`src/rvalu_pkg.sv`:
```
// ----------------------------------------------------------------------------
// RISC-V integer ALU execute package
// Shared widths, encodings and interface structs of the execute block.
// ----------------------------------------------------------------------------
package rvalu_pkg;

   localparam int XLEN      = 64;
   localparam int NUM_REGS  = 32;
   localparam int REG_IDX_W = $clog2(NUM_REGS);
   localparam int INSTR_W   = 32;
   localparam int SHAMT_W   = (XLEN > 32) ? 6 : 5;

   localparam logic [6:0] OPC_OP     = 7'h33;
   localparam logic [6:0] OPC_OP_IMM = 7'h13;
   localparam logic [6:0] OPC_LOAD   = 7'h03;
   localparam logic [6:0] OPC_STORE  = 7'h23;
   localparam logic [6:0] OPC_BRANCH = 7'h63;

   localparam logic [6:0] F7_BASE = 7'h00;
   localparam logic [6:0] F7_ALT  = 7'h20;

   localparam logic [11:0] SHAMT_MASK12 = 12'((1 << SHAMT_W) - 1);
   localparam logic [11:0] ALT_MASK12   = 12'h400;

   typedef enum logic [2:0] {
      F3_ADD_SUB = 3'd0,
      F3_SLL     = 3'd1,
      F3_SLT     = 3'd2,
      F3_SLTU    = 3'd3,
      F3_XOR     = 3'd4,
      F3_SRL_SRA = 3'd5,
      F3_OR      = 3'd6,
      F3_AND     = 3'd7
   } funct3_type;

   typedef struct packed {
      logic                 en;
      logic [REG_IDX_W-1:0] idx;
      logic [XLEN-1:0]      data;
   } reg_write_type;

   typedef struct packed {
      logic            wrote;
      logic            illegal;
      logic [XLEN-1:0] value;
   } alu_result_type;

endpackage

```
`src/rvalu_regfile.sv`:
```
// ----------------------------------------------------------------------------
// Register file memory
// Two registered read ports and one write port, with per-entry valid bits so
// that entries not yet written read as zero after reset.
// ----------------------------------------------------------------------------
module rvalu_regfile (
   input  logic                                      clock,
   input  logic                                      reset,
   input  logic                                      rd_en,
   input  logic [rvalu_pkg::REG_IDX_W-1:0]           rd_addr_a,
   input  logic [rvalu_pkg::REG_IDX_W-1:0]           rd_addr_b,
   output logic [rvalu_pkg::XLEN-1:0]                rd_data_a,
   output logic [rvalu_pkg::XLEN-1:0]                rd_data_b,
   input  rvalu_pkg::reg_write_type                  wr
);

   logic [rvalu_pkg::XLEN-1:0]     mem_ff [rvalu_pkg::NUM_REGS];
   logic [rvalu_pkg::NUM_REGS-1:0] valid_ff;
   logic [rvalu_pkg::XLEN-1:0]     data_a_ff;
   logic [rvalu_pkg::XLEN-1:0]     data_b_ff;
   logic                           vld_a_ff;
   logic                           vld_b_ff;

   always_ff @(posedge clock) begin
      if (wr.en) begin
         mem_ff[wr.idx] <= wr.data;
      end
   end

   always_ff @(posedge clock) begin
      if (reset) begin
         valid_ff <= '0;
      end else if (wr.en) begin
         valid_ff[wr.idx] <= 1'b1;
      end
   end

   always_ff @(posedge clock) begin
      if (rd_en) begin
         data_a_ff <= mem_ff[rd_addr_a];
         data_b_ff <= mem_ff[rd_addr_b];
         vld_a_ff  <= valid_ff[rd_addr_a];
         vld_b_ff  <= valid_ff[rd_addr_b];
      end
   end

   assign rd_data_a = vld_a_ff ? data_a_ff : '0;
   assign rd_data_b = vld_b_ff ? data_b_ff : '0;

endmodule

```
`src/rvalu_alu.sv`:
```
// ----------------------------------------------------------------------------
// Decode and ALU
// Decodes OP and OP-IMM instructions and computes the destination value.
// ----------------------------------------------------------------------------
module rvalu_alu (
   input  logic [rvalu_pkg::INSTR_W-1:0] instr,
   input  logic [rvalu_pkg::XLEN-1:0]    op_a,
   input  logic [rvalu_pkg::XLEN-1:0]    op_b,
   output rvalu_pkg::alu_result_type     result
);

   logic [6:0]                        opc;
   logic [rvalu_pkg::REG_IDX_W-1:0]   rd;
   rvalu_pkg::funct3_type             f3;
   logic [6:0]                        f7;
   logic [11:0]                       imm12;
   logic [rvalu_pkg::XLEN-1:0]        imm_sext;
   logic [rvalu_pkg::XLEN-1:0]        b;
   logic [rvalu_pkg::SHAMT_W-1:0]     sh;
   logic                              alt;
   logic                              legal;
   logic                              illegal;
   logic [rvalu_pkg::XLEN-1:0]        sra_res;
   logic [rvalu_pkg::XLEN-1:0]        res;

   assign opc      = instr[6:0];
   assign rd       = instr[11:7];
   assign f3       = rvalu_pkg::funct3_type'(instr[14:12]);
   assign f7       = instr[31:25];
   assign imm12    = instr[31:20];
   assign imm_sext = {{(rvalu_pkg::XLEN-12){imm12[11]}}, imm12};
   assign sra_res  = $signed(op_a) >>> sh;

   always_comb begin
      legal   = 1'b0;
      alt     = 1'b0;
      illegal = 1'b0;
      b       = op_b;
      sh      = op_b[rvalu_pkg::SHAMT_W-1:0];
      case (opc)
         rvalu_pkg::OPC_OP: begin
            alt   = f7[5];
            legal = (f7 == rvalu_pkg::F7_BASE) ||
                    ((f7 == rvalu_pkg::F7_ALT) &&
                     (f3 inside {rvalu_pkg::F3_ADD_SUB, rvalu_pkg::F3_SRL_SRA}));
         end
         rvalu_pkg::OPC_OP_IMM: begin
            b  = imm_sext;
            sh = imm12[rvalu_pkg::SHAMT_W-1:0];
            case (f3)
               rvalu_pkg::F3_SLL: begin
                  legal = (imm12 & ~rvalu_pkg::SHAMT_MASK12) == 12'd0;
               end
               rvalu_pkg::F3_SRL_SRA: begin
                  alt   = imm12[10];
                  legal = (imm12 & ~rvalu_pkg::SHAMT_MASK12 & ~rvalu_pkg::ALT_MASK12)
                          == 12'd0;
               end
               default: begin
                  legal = 1'b1;
               end
            endcase
         end
         rvalu_pkg::OPC_LOAD, rvalu_pkg::OPC_STORE, rvalu_pkg::OPC_BRANCH: begin
            legal = 1'b0;
         end
         default: begin
            illegal = 1'b1;
         end
      endcase
   end

   always_comb begin
      case (f3)
         rvalu_pkg::F3_ADD_SUB: res = alt ? (op_a - b) : (op_a + b);
         rvalu_pkg::F3_SLL:     res = op_a << sh;
         rvalu_pkg::F3_SLT: begin
            res = {{(rvalu_pkg::XLEN-1){1'b0}}, ($signed(op_a) < $signed(b))};
         end
         rvalu_pkg::F3_SLTU:    res = {{(rvalu_pkg::XLEN-1){1'b0}}, (op_a < b)};
         rvalu_pkg::F3_XOR:     res = op_a ^ b;
         rvalu_pkg::F3_SRL_SRA: res = alt ? sra_res : (op_a >> sh);
         rvalu_pkg::F3_OR:      res = op_a | b;
         default:               res = op_a & b;
      endcase
   end

   assign result.wrote   = legal && (rd != '0);
   assign result.illegal = illegal;
   assign result.value   = result.wrote ? res : '0;

endmodule

```
`src/rv_integer_alu_execute.sv`:
```
// ----------------------------------------------------------------------------
// RISC-V integer ALU execute block
// Each request item carries one 32-bit instruction word. OP and OP-IMM
// instructions read two registers, compute a result and write it back to the
// register file; each item yields exactly one response item with the
// destination index, the value written, a write flag and an illegal flag.
// The register file memory is read in the acceptance cycle, the ALU works in
// the following cycle and the result is written back as it moves into the
// output register, so one item is taken every cycle while the receiver does
// not stall. A result written in the same cycle as the next item's read is
// forwarded to that item. Reset clears all control state; the register file
// reads as zero until an entry is written. While the receiver stalls, the
// response holds and the ALU stage keeps its item; the request side stalls
// only when that stage is full and cannot move on.
// ----------------------------------------------------------------------------
module rv_integer_alu_execute (
   input  logic                                clock,
   input  logic                                reset,
   input  logic                                req_valid,
   output logic                                req_stall,
   input  logic [rvalu_pkg::INSTR_W-1:0]       req_instr_word,
   output logic                                rsp_valid,
   input  logic                                rsp_stall,
   output logic [rvalu_pkg::REG_IDX_W-1:0]     rsp_dest_index,
   output logic [rvalu_pkg::XLEN-1:0]          rsp_dest_value,
   output logic                                rsp_wrote_register,
   output logic                                rsp_illegal_opcode
);

   logic                              accept_in;
   logic                              advance;
   logic                              s1_valid_ff;
   logic                              s1_valid_in;
   logic [rvalu_pkg::INSTR_W-1:0]     s1_instr_ff;
   rvalu_pkg::reg_write_type          fwd_ff;
   rvalu_pkg::reg_write_type          fwd_in;
   rvalu_pkg::reg_write_type          wr;
   rvalu_pkg::alu_result_type         alu_res;
   logic [rvalu_pkg::XLEN-1:0]        rd_data_a;
   logic [rvalu_pkg::XLEN-1:0]        rd_data_b;
   logic [rvalu_pkg::XLEN-1:0]        op_a;
   logic [rvalu_pkg::XLEN-1:0]        op_b;
   logic [rvalu_pkg::REG_IDX_W-1:0]   s1_rs1;
   logic [rvalu_pkg::REG_IDX_W-1:0]   s1_rs2;
   logic [rvalu_pkg::REG_IDX_W-1:0]   s1_rd;
   logic                              rsp_valid_ff;
   logic                              rsp_valid_in;
   logic [rvalu_pkg::REG_IDX_W-1:0]   rsp_index_ff;
   logic [rvalu_pkg::XLEN-1:0]        rsp_value_ff;
   logic                              rsp_wrote_ff;
   logic                              rsp_illegal_ff;

   assign advance   = s1_valid_ff && (!rsp_valid_ff || !rsp_stall);
   assign req_stall = s1_valid_ff && !advance;
   assign accept_in = req_valid && !req_stall;

   assign s1_rs1 = s1_instr_ff[19:15];
   assign s1_rs2 = s1_instr_ff[24:20];
   assign s1_rd  = s1_instr_ff[11:7];

   rvalu_regfile u_regfile (
      .clock     (clock),
      .reset     (reset),
      .rd_en     (accept_in),
      .rd_addr_a (req_instr_word[19:15]),
      .rd_addr_b (req_instr_word[24:20]),
      .rd_data_a (rd_data_a),
      .rd_data_b (rd_data_b),
      .wr        (wr)
   );

   assign op_a = (fwd_ff.en && (fwd_ff.idx == s1_rs1)) ? fwd_ff.data : rd_data_a;
   assign op_b = (fwd_ff.en && (fwd_ff.idx == s1_rs2)) ? fwd_ff.data : rd_data_b;

   rvalu_alu u_alu (
      .instr  (s1_instr_ff),
      .op_a   (op_a),
      .op_b   (op_b),
      .result (alu_res)
   );

   assign wr.en   = advance && alu_res.wrote;
   assign wr.idx  = s1_rd;
   assign wr.data = alu_res.value;

   always_comb begin
      fwd_in = fwd_ff;
      if (accept_in) begin
         fwd_in = wr;
      end
   end

   assign s1_valid_in  = accept_in || (s1_valid_ff && !advance);
   assign rsp_valid_in = advance || (rsp_valid_ff && rsp_stall);

   always_ff @(posedge clock) begin
      if (reset) begin
         s1_valid_ff  <= 1'b0;
         rsp_valid_ff <= 1'b0;
         fwd_ff       <= '0;
      end else begin
         s1_valid_ff  <= s1_valid_in;
         rsp_valid_ff <= rsp_valid_in;
         fwd_ff       <= fwd_in;
      end
   end

   always_ff @(posedge clock) begin
      if (accept_in) begin
         s1_instr_ff <= req_instr_word;
      end
      if (advance) begin
         rsp_index_ff   <= s1_rd;
         rsp_value_ff   <= alu_res.value;
         rsp_wrote_ff   <= alu_res.wrote;
         rsp_illegal_ff <= alu_res.illegal;
      end
   end

   assign rsp_valid          = rsp_valid_ff;
   assign rsp_dest_index     = rsp_index_ff;
   assign rsp_dest_value     = rsp_value_ff;
   assign rsp_wrote_register = rsp_wrote_ff;
   assign rsp_illegal_opcode = rsp_illegal_ff;

endmodule

```
`config.mk`:
```
export PLATFORM = sky130hd
export DESIGN_NAME = rv_integer_alu_execute
export DESIGN_NICKNAME = d
export VERILOG_FILES = /design/src/rvalu_pkg.sv /design/src/rvalu_regfile.sv /design/src/rvalu_alu.sv /design/src/rv_integer_alu_execute.sv
export SDC_FILE = /design/constraint.sdc
export NUM_CORES = 2
export LEC_CHECK = 0
export ABC_CLOCK_PERIOD_IN_PS = 13250
export BUFFER_PORTS_ARGS = -buffer_cell sky130_fd_sc_hd__buf_2
export CORE_ASPECT_RATIO = 0.7
export CORE_MARGIN = 2
export CORE_UTILIZATION = 45
export CTS_CLUSTER_DIAMETER = 200
export DETAILED_ROUTE_END_ITERATION = 8
export GPL_TIMING_DRIVEN = 0
export SLEW_MARGIN = 20
export SYNTH_ARGS = -nofsm -noshare
export SYNTH_HDL_FRONTEND = slang
export SYNTH_SLANG_ARGS = --single-unit
```
`constraint.sdc`:
```
create_clock -name clock -period 13.25 [get_ports clock]
set_input_delay 1.9875 -clock clock [delete_from_list [all_inputs] [get_ports clock]]
set_output_delay 1.9875 -clock clock [all_outputs]
set_load 0.05 [all_outputs]
```
# After elaboration in Yosys (flattened, before gate mapping)
# Memory sizes are Yosys's and may differ from the RTL's. A register that Yosys moved wholly into a read port is not among the register bits.
# Index checks and enable logic that the tools add are counted.
classes:
  div: 0
  mul: 0
  n_eq_ne: 14
  n_addsub: 2
  shifts: 3
  bitwise: 4
  magnitude_cmp: 6
  n_reduce_logical: 25
  muxes: 23
op_table:
  columns: ["cell", "count"]
  rows:
  - ["$mux W64", 8]
  - ["$pmux W64 S7", 1]
  - ["$lt A64 B64 Y1", 2]
  - ["$add A64 B64 Y64", 1]
  - ["$and A64 B64 Y64", 1]
  - ["$or A64 B64 Y64", 1]
  - ["$shl A64 B6 Y64", 1]
  - ["$shr A64 B6 Y64", 1]
  - ["$sshr A64 B6 Y64", 1]
  - ["$sub A64 B64 Y64", 1]
  - ["$xor A64 B64 Y64", 1]
  - ["$or A32 B32 Y32", 1]
  - ["$logic_not A12 Y1", 2]
  - ["$eq A7 B6 Y1 const B", 3]
  - ["$lt A5 B6 Y1 const B", 3]
  - ["$bmux W1 S5", 2]
  - ["$eq A5 B5 Y1", 2]
  - ["$logic_and A1 B1 Y1", 10]
  - ["$eq A3 B3 Y1 const B", 3]
  - ["$eq A7 B2 Y1 const B", 1]
  - ["$eq A7 B5 Y1 const B", 1]
  - ["$eq A7 B7 Y1 const B", 1]
  - ["$logic_not A7 Y1", 1]
  - ["$mux W1", 7]
  - ["other kinds (12)", 21]
word_totals:
  romBits: 0
  out_inout_bits: 73
  latchBits: 0
  inputBits: 36
  mem_bits_rw: 2048
  word_cells: 91
  n_memories: 1
  reg_bits: 209
mem_list:
  columns: ["name", "depth", "width", "read_ports", "rd_ports_with_merged_regs", "write_ports", "line", "rtl"]
  rows:
  - ["u_regfile.mem_ff", 32, 64, 2, 2, 1, "rvalu_regfile.sv:17", "logic [rvalu_pkg::XLEN-1:0] mem_ff [rvalu_pkg::NUM_REGS];"]

# Depth between registers and ports, before layout
logic_depth:
  word_depth: 9
  depth_mapped: 27
  mapped_depth_nobuf: 22

# Modules after synthesis
# A second synthesis with hierarchy kept.
unflattened:
  cells_unflattened: 8709
  area_unflattened_um2: 128757.2
modules_own_cells:
  columns: ["module", "instances", "area_per_inst_um2", "seq_area_each_um2", "cells_each"]
  rows:
  - ["rvalu_regfile", 1, 100034.7, 66043.3, 4693]
  - ["rvalu_alu", 1, 20913.8, 0.0, 3443]
  - ["rv_integer_alu_execute", 1, 7808.7, 4534.3, 573]

# Worst setup path before layout
# Ideal clock, no wire load.
synth_timing:
  path_type: "input -> register"
  start: "input rsp_stall"
  end: "memory u_regfile.mem_ff[28][0] (netlist name), enable pin"
  path_slack_ns: 1.411
  setup_time_ns: 0.488
  required_ns: 12.762
  arrival_ns: 11.351
  path_buffers: 0
  cell_stages: 3
  cell_sequence: "a21boi_0 > nand3_1 > nor2_1"
synth_between:
  elab_chain_len: 6
synth_rtl:
  columns: ["element", "line", "rtl"]
  rows:
  - ["from (decl)", "rv_integer_alu_execute.sv:23", "input logic rsp_stall,"]
  - ["$logic_not A1 Y1", "rv_integer_alu_execute.sv:53", "assign advance = s1_valid_ff && (!rsp_valid_ff || !rsp_stall);"]
  - ["$logic_or A1 B1 Y1", "rv_integer_alu_execute.sv:53", null]
  - ["$logic_and A1 B1 Y1", "rv_integer_alu_execute.sv:53", null]
  - ["$logic_and A1 B1 Y1", "rv_integer_alu_execute.sv:82", "assign wr.en = advance && alu_res.wrote;"]
  - ["$mux W1", "rvalu_regfile.sv:25", "if (wr.en) begin"]
  - ["$mux W1 (not written as such)", "rvalu_regfile.sv:26", "mem_ff[wr.idx] <= wr.data;"]
  - ["to (decl)", "rvalu_regfile.sv:17", null]
# No other way between the ends.

==> metrics.cfg <==
[outcome]
status = finished, violations left
failed_checks = design-rule violations

[clocking]
cts_setup_buffers = 0
clock_sinks = 2385
clk_pin_slew_ns = 0.07
root_buffer = clkbuf_16
clk_latency_ns = 0.96
cts_made_buffers = 231
cts_hold_buf = 0
htree_num_levels = 4
clockBufferDepth = 4
cts_tree = done
cts_resized = 0

[critical_path]
critPathMaxFanout = 33
cp_data_arrival_time_ns = 13.24
crit_type = reg2reg
cp-end-kind = register
crit_path_start_kind = register
required_ns = 13.84
r2r-start = s1_instr_ff[2]$_DFFE_PP_
setup.worst_path.start = s1_instr_ff[2]$_DFFE_PP_

[power_and_ir_drop]
ir_worst_vdd_v = 0.000110
powerDensity_nw_per_um2 = 118
leakagePower_nw = 53.3

[floorplanning]
boundaryPins = 109
start_util_pct = 45.1
num_rows = 163
dieHeight_um = 449
die_w_um = 639
core_area_um2 = 281000
dieArea_um2 = 287000

[sta]
post-route-min-period_ns = 12.65
rsz0062_at_grt = false
hold_violations = 0
fmax_ghz = 0.0791
clock-skew-final_ns = 0.112
tightestPinTransition_ns = 1.44
slew_violations = 0
fin_setup_tns_ns = 0
setup_viol = 0
slew_headroom_pct = 2.72
fin_crit_sh_pct = 95.4

[placement]
gp_congestion = 1.22
dpl.hpwl_mm = 520
portBuffers = 108

[route]
drc = 3
drtAntennaViolNets = 0
drt_iter0_markers = 20876
route.vias.total = 98973
wl_per_cell_um = 51.7
dr.pass1.iters = 9
routed_wl_mm = 669
drt-vias-per-instance = 7.65

[finish]
nFillCells = 23168
multi_input_area_um2 = 54200
final_util_pct = 52.1
drive_gt1_share_pct = 30.0
area_growth_pct = 15.4
nets = 9239
regArea_um2 = 70600

[min_path]
holdCritStartpoint = s1_instr_ff[9]$_DFFE_PP_
hold_class = reg2reg

[synth]
ys_seq_elements = 2385
async_reset_ff_share_pct = 0
synthSimpleGateAreaFrac_pct = 5.17
synth_top_area_share_pct = 53.9
synth_common_cells = edfxtp_1, mux4_2, a21oi_1
synth_edf_count = 2281
post-synth-top-count-cell = edfxtp_1
synth.yosys.seq_area_share_pct = 55.5
synth_cell_type_count = 111
synthFlopType = edfxtp_1
synth_fa_ha_area_share_pct = 1.90
synthesis.area_um2 = 127000
postSynthAreaPerCell_um2 = 15.3
synth_xor_area_share_pct = 0.476
synthMuxAreaShare_pct = 26.0
synthCells = 8308
yosysWarnings = 0
yosys-top-cells-area = edfxtp_1, mux4_2, a21oi_1
yosys.area.top_type = edfxtp_1
synth_top_family_by_area = multiplexers
synth_compound_area_share_pct = 8.15

[grt]
grt_pass1_vias = 90072
grt_max_degree = 35
grt_pass1_wl_mm = 860
grt_usage_pct = 45.7
antenna_found_initial = 69
overflow = 0

[run]
maxCapViolCount = 0

## sequential cells by signal, indices dropped and copies added (netlist names), 5 cells and up
name / flops
rsp_dest_value: 64
fwd_ff: 70
u_regfile.mem_ff: 2048
u_regfile.data_b_ff: 64
u_regfile.valid_ff: 32
rsp_dest_index: 5
s1_instr_ff: 32
u_regfile.data_a_ff: 64
## per-layer routing
metal | share of wire (%) | GRT usage, % | vias up
li1 | - | - | 35431
met1 | 40 | 65.9 | 52197
met2 | 37 | 56.6 | 9980
met3 | 19 | 26.8 | 1294
met4 | 3.9 | 13.8 | 71
met5 | 0.46 | 5.94 | -
## stage by stage
| step | worst slack (ns) | hold WS [ns] | power [W] | instances | cell area [µm²] |
|---|---|---|---|---|---|
| after floorplan | 1.41 | 0.424 | 0.00949 | 8371 | 127000 |
| after detailed placement | 2.23 | 0.439 | 0.0106 | 12484 | 139000 |
| after CTS | 2.19 | 0.456 | 0.0170 | 12884 | 146000 |
| after global routing | 1.47 | 0.476 | 0.0175 | 12907 | 147000 |
| after global placement | -18.49 | 0.453 | 0.0106 | 12191 | 132000 |
| final | 0.604 | 0.459 | 0.0173 | 12939 | 147000 |
## critical path: stages, from the launching register on
cell,delay (ns)
edfxtp_1,0.36
and4bb_2,0.37
nand3_1,0.55
nor2_1,0.69
a21oi_4,0.26
inv_2,0.48
buf_2,0.68
buf_1,1.03
buf_2,0.83
buf_2,0.72
ha_1,0.41
ha_1,0.25
o41ai_2,0.93
a31oi_1,0.49
o21ai_0,1.07
a21oi_1,0.39
nor2_1,0.67
mux2i_1,0.38
nand2_1,0.13
o311ai_1,0.16
o21ai_1,0.47
nor2_4,0.78
## cells by family after synthesis
| group | after synthesis |
|---|---|
| compound gates | 1649 |
| simple gates | 1485 |
| other cells | 1 |
| buf+inv | 875 |
| mux | 1651 |
| flops | 2385 |
| xor+xnor | 69 |
| fa+ha+maj | 193 |
## cells in the final DEF (no fill, tap or decap), types with 172 or more instances in the layout
cell type / count
buf_2: 248
inv_1: 213
o21ai_0: 252
clkbuf_2: 172
clkbuf_16: 233
nor2_1: 492
a21oi_1: 603
ha_1: 193
mux4_2: 1300
nand2_1: 450
mux2i_1: 183
clkbuf_1: 327
edfxtp_1: 2281
## final cells by class
| type | count | share of cell area, % |
|---|---|---|
| timing repair buffer | 406 | 4.17 |
| multi-input combinational | 5111 | 36.9 |
| tap | 3712 | 3.17 |
| clock buffer | 293 | 4.17 |
| buffer | 653 | 2.06 |
| clock inverter | 107 | 0.717 |
| antenna | 50 | 0.0853 |
| sequential | 2385 | 48.1 |
| inverter | 222 | 0.570 |
## final timing paths
path,cells past startpoint,endpoint,slack (ns)
worst min-delay path,0,rsp_dest_index[2]$_DFFE_PP_,0.46
worst max-delay path,21,u_regfile.mem_ff[20][52]$_DFFE_PP_,0.60
worst min register to register,0,rsp_dest_index[2]$_DFFE_PP_,0.46
worst max register to register,21,u_regfile.mem_ff[20][52]$_DFFE_PP_,0.60
## power breakdown
group / internal [W] / switching [W] / total [W]
Combinational: 0.000627 / 0.00179 / 0.00242
Sequential: 0.00820 / 0.0000513 / 0.00825
Clock: 0.00363 / 0.00296 / 0.00659
No activity file was read; power rests on OpenSTA's default activity.
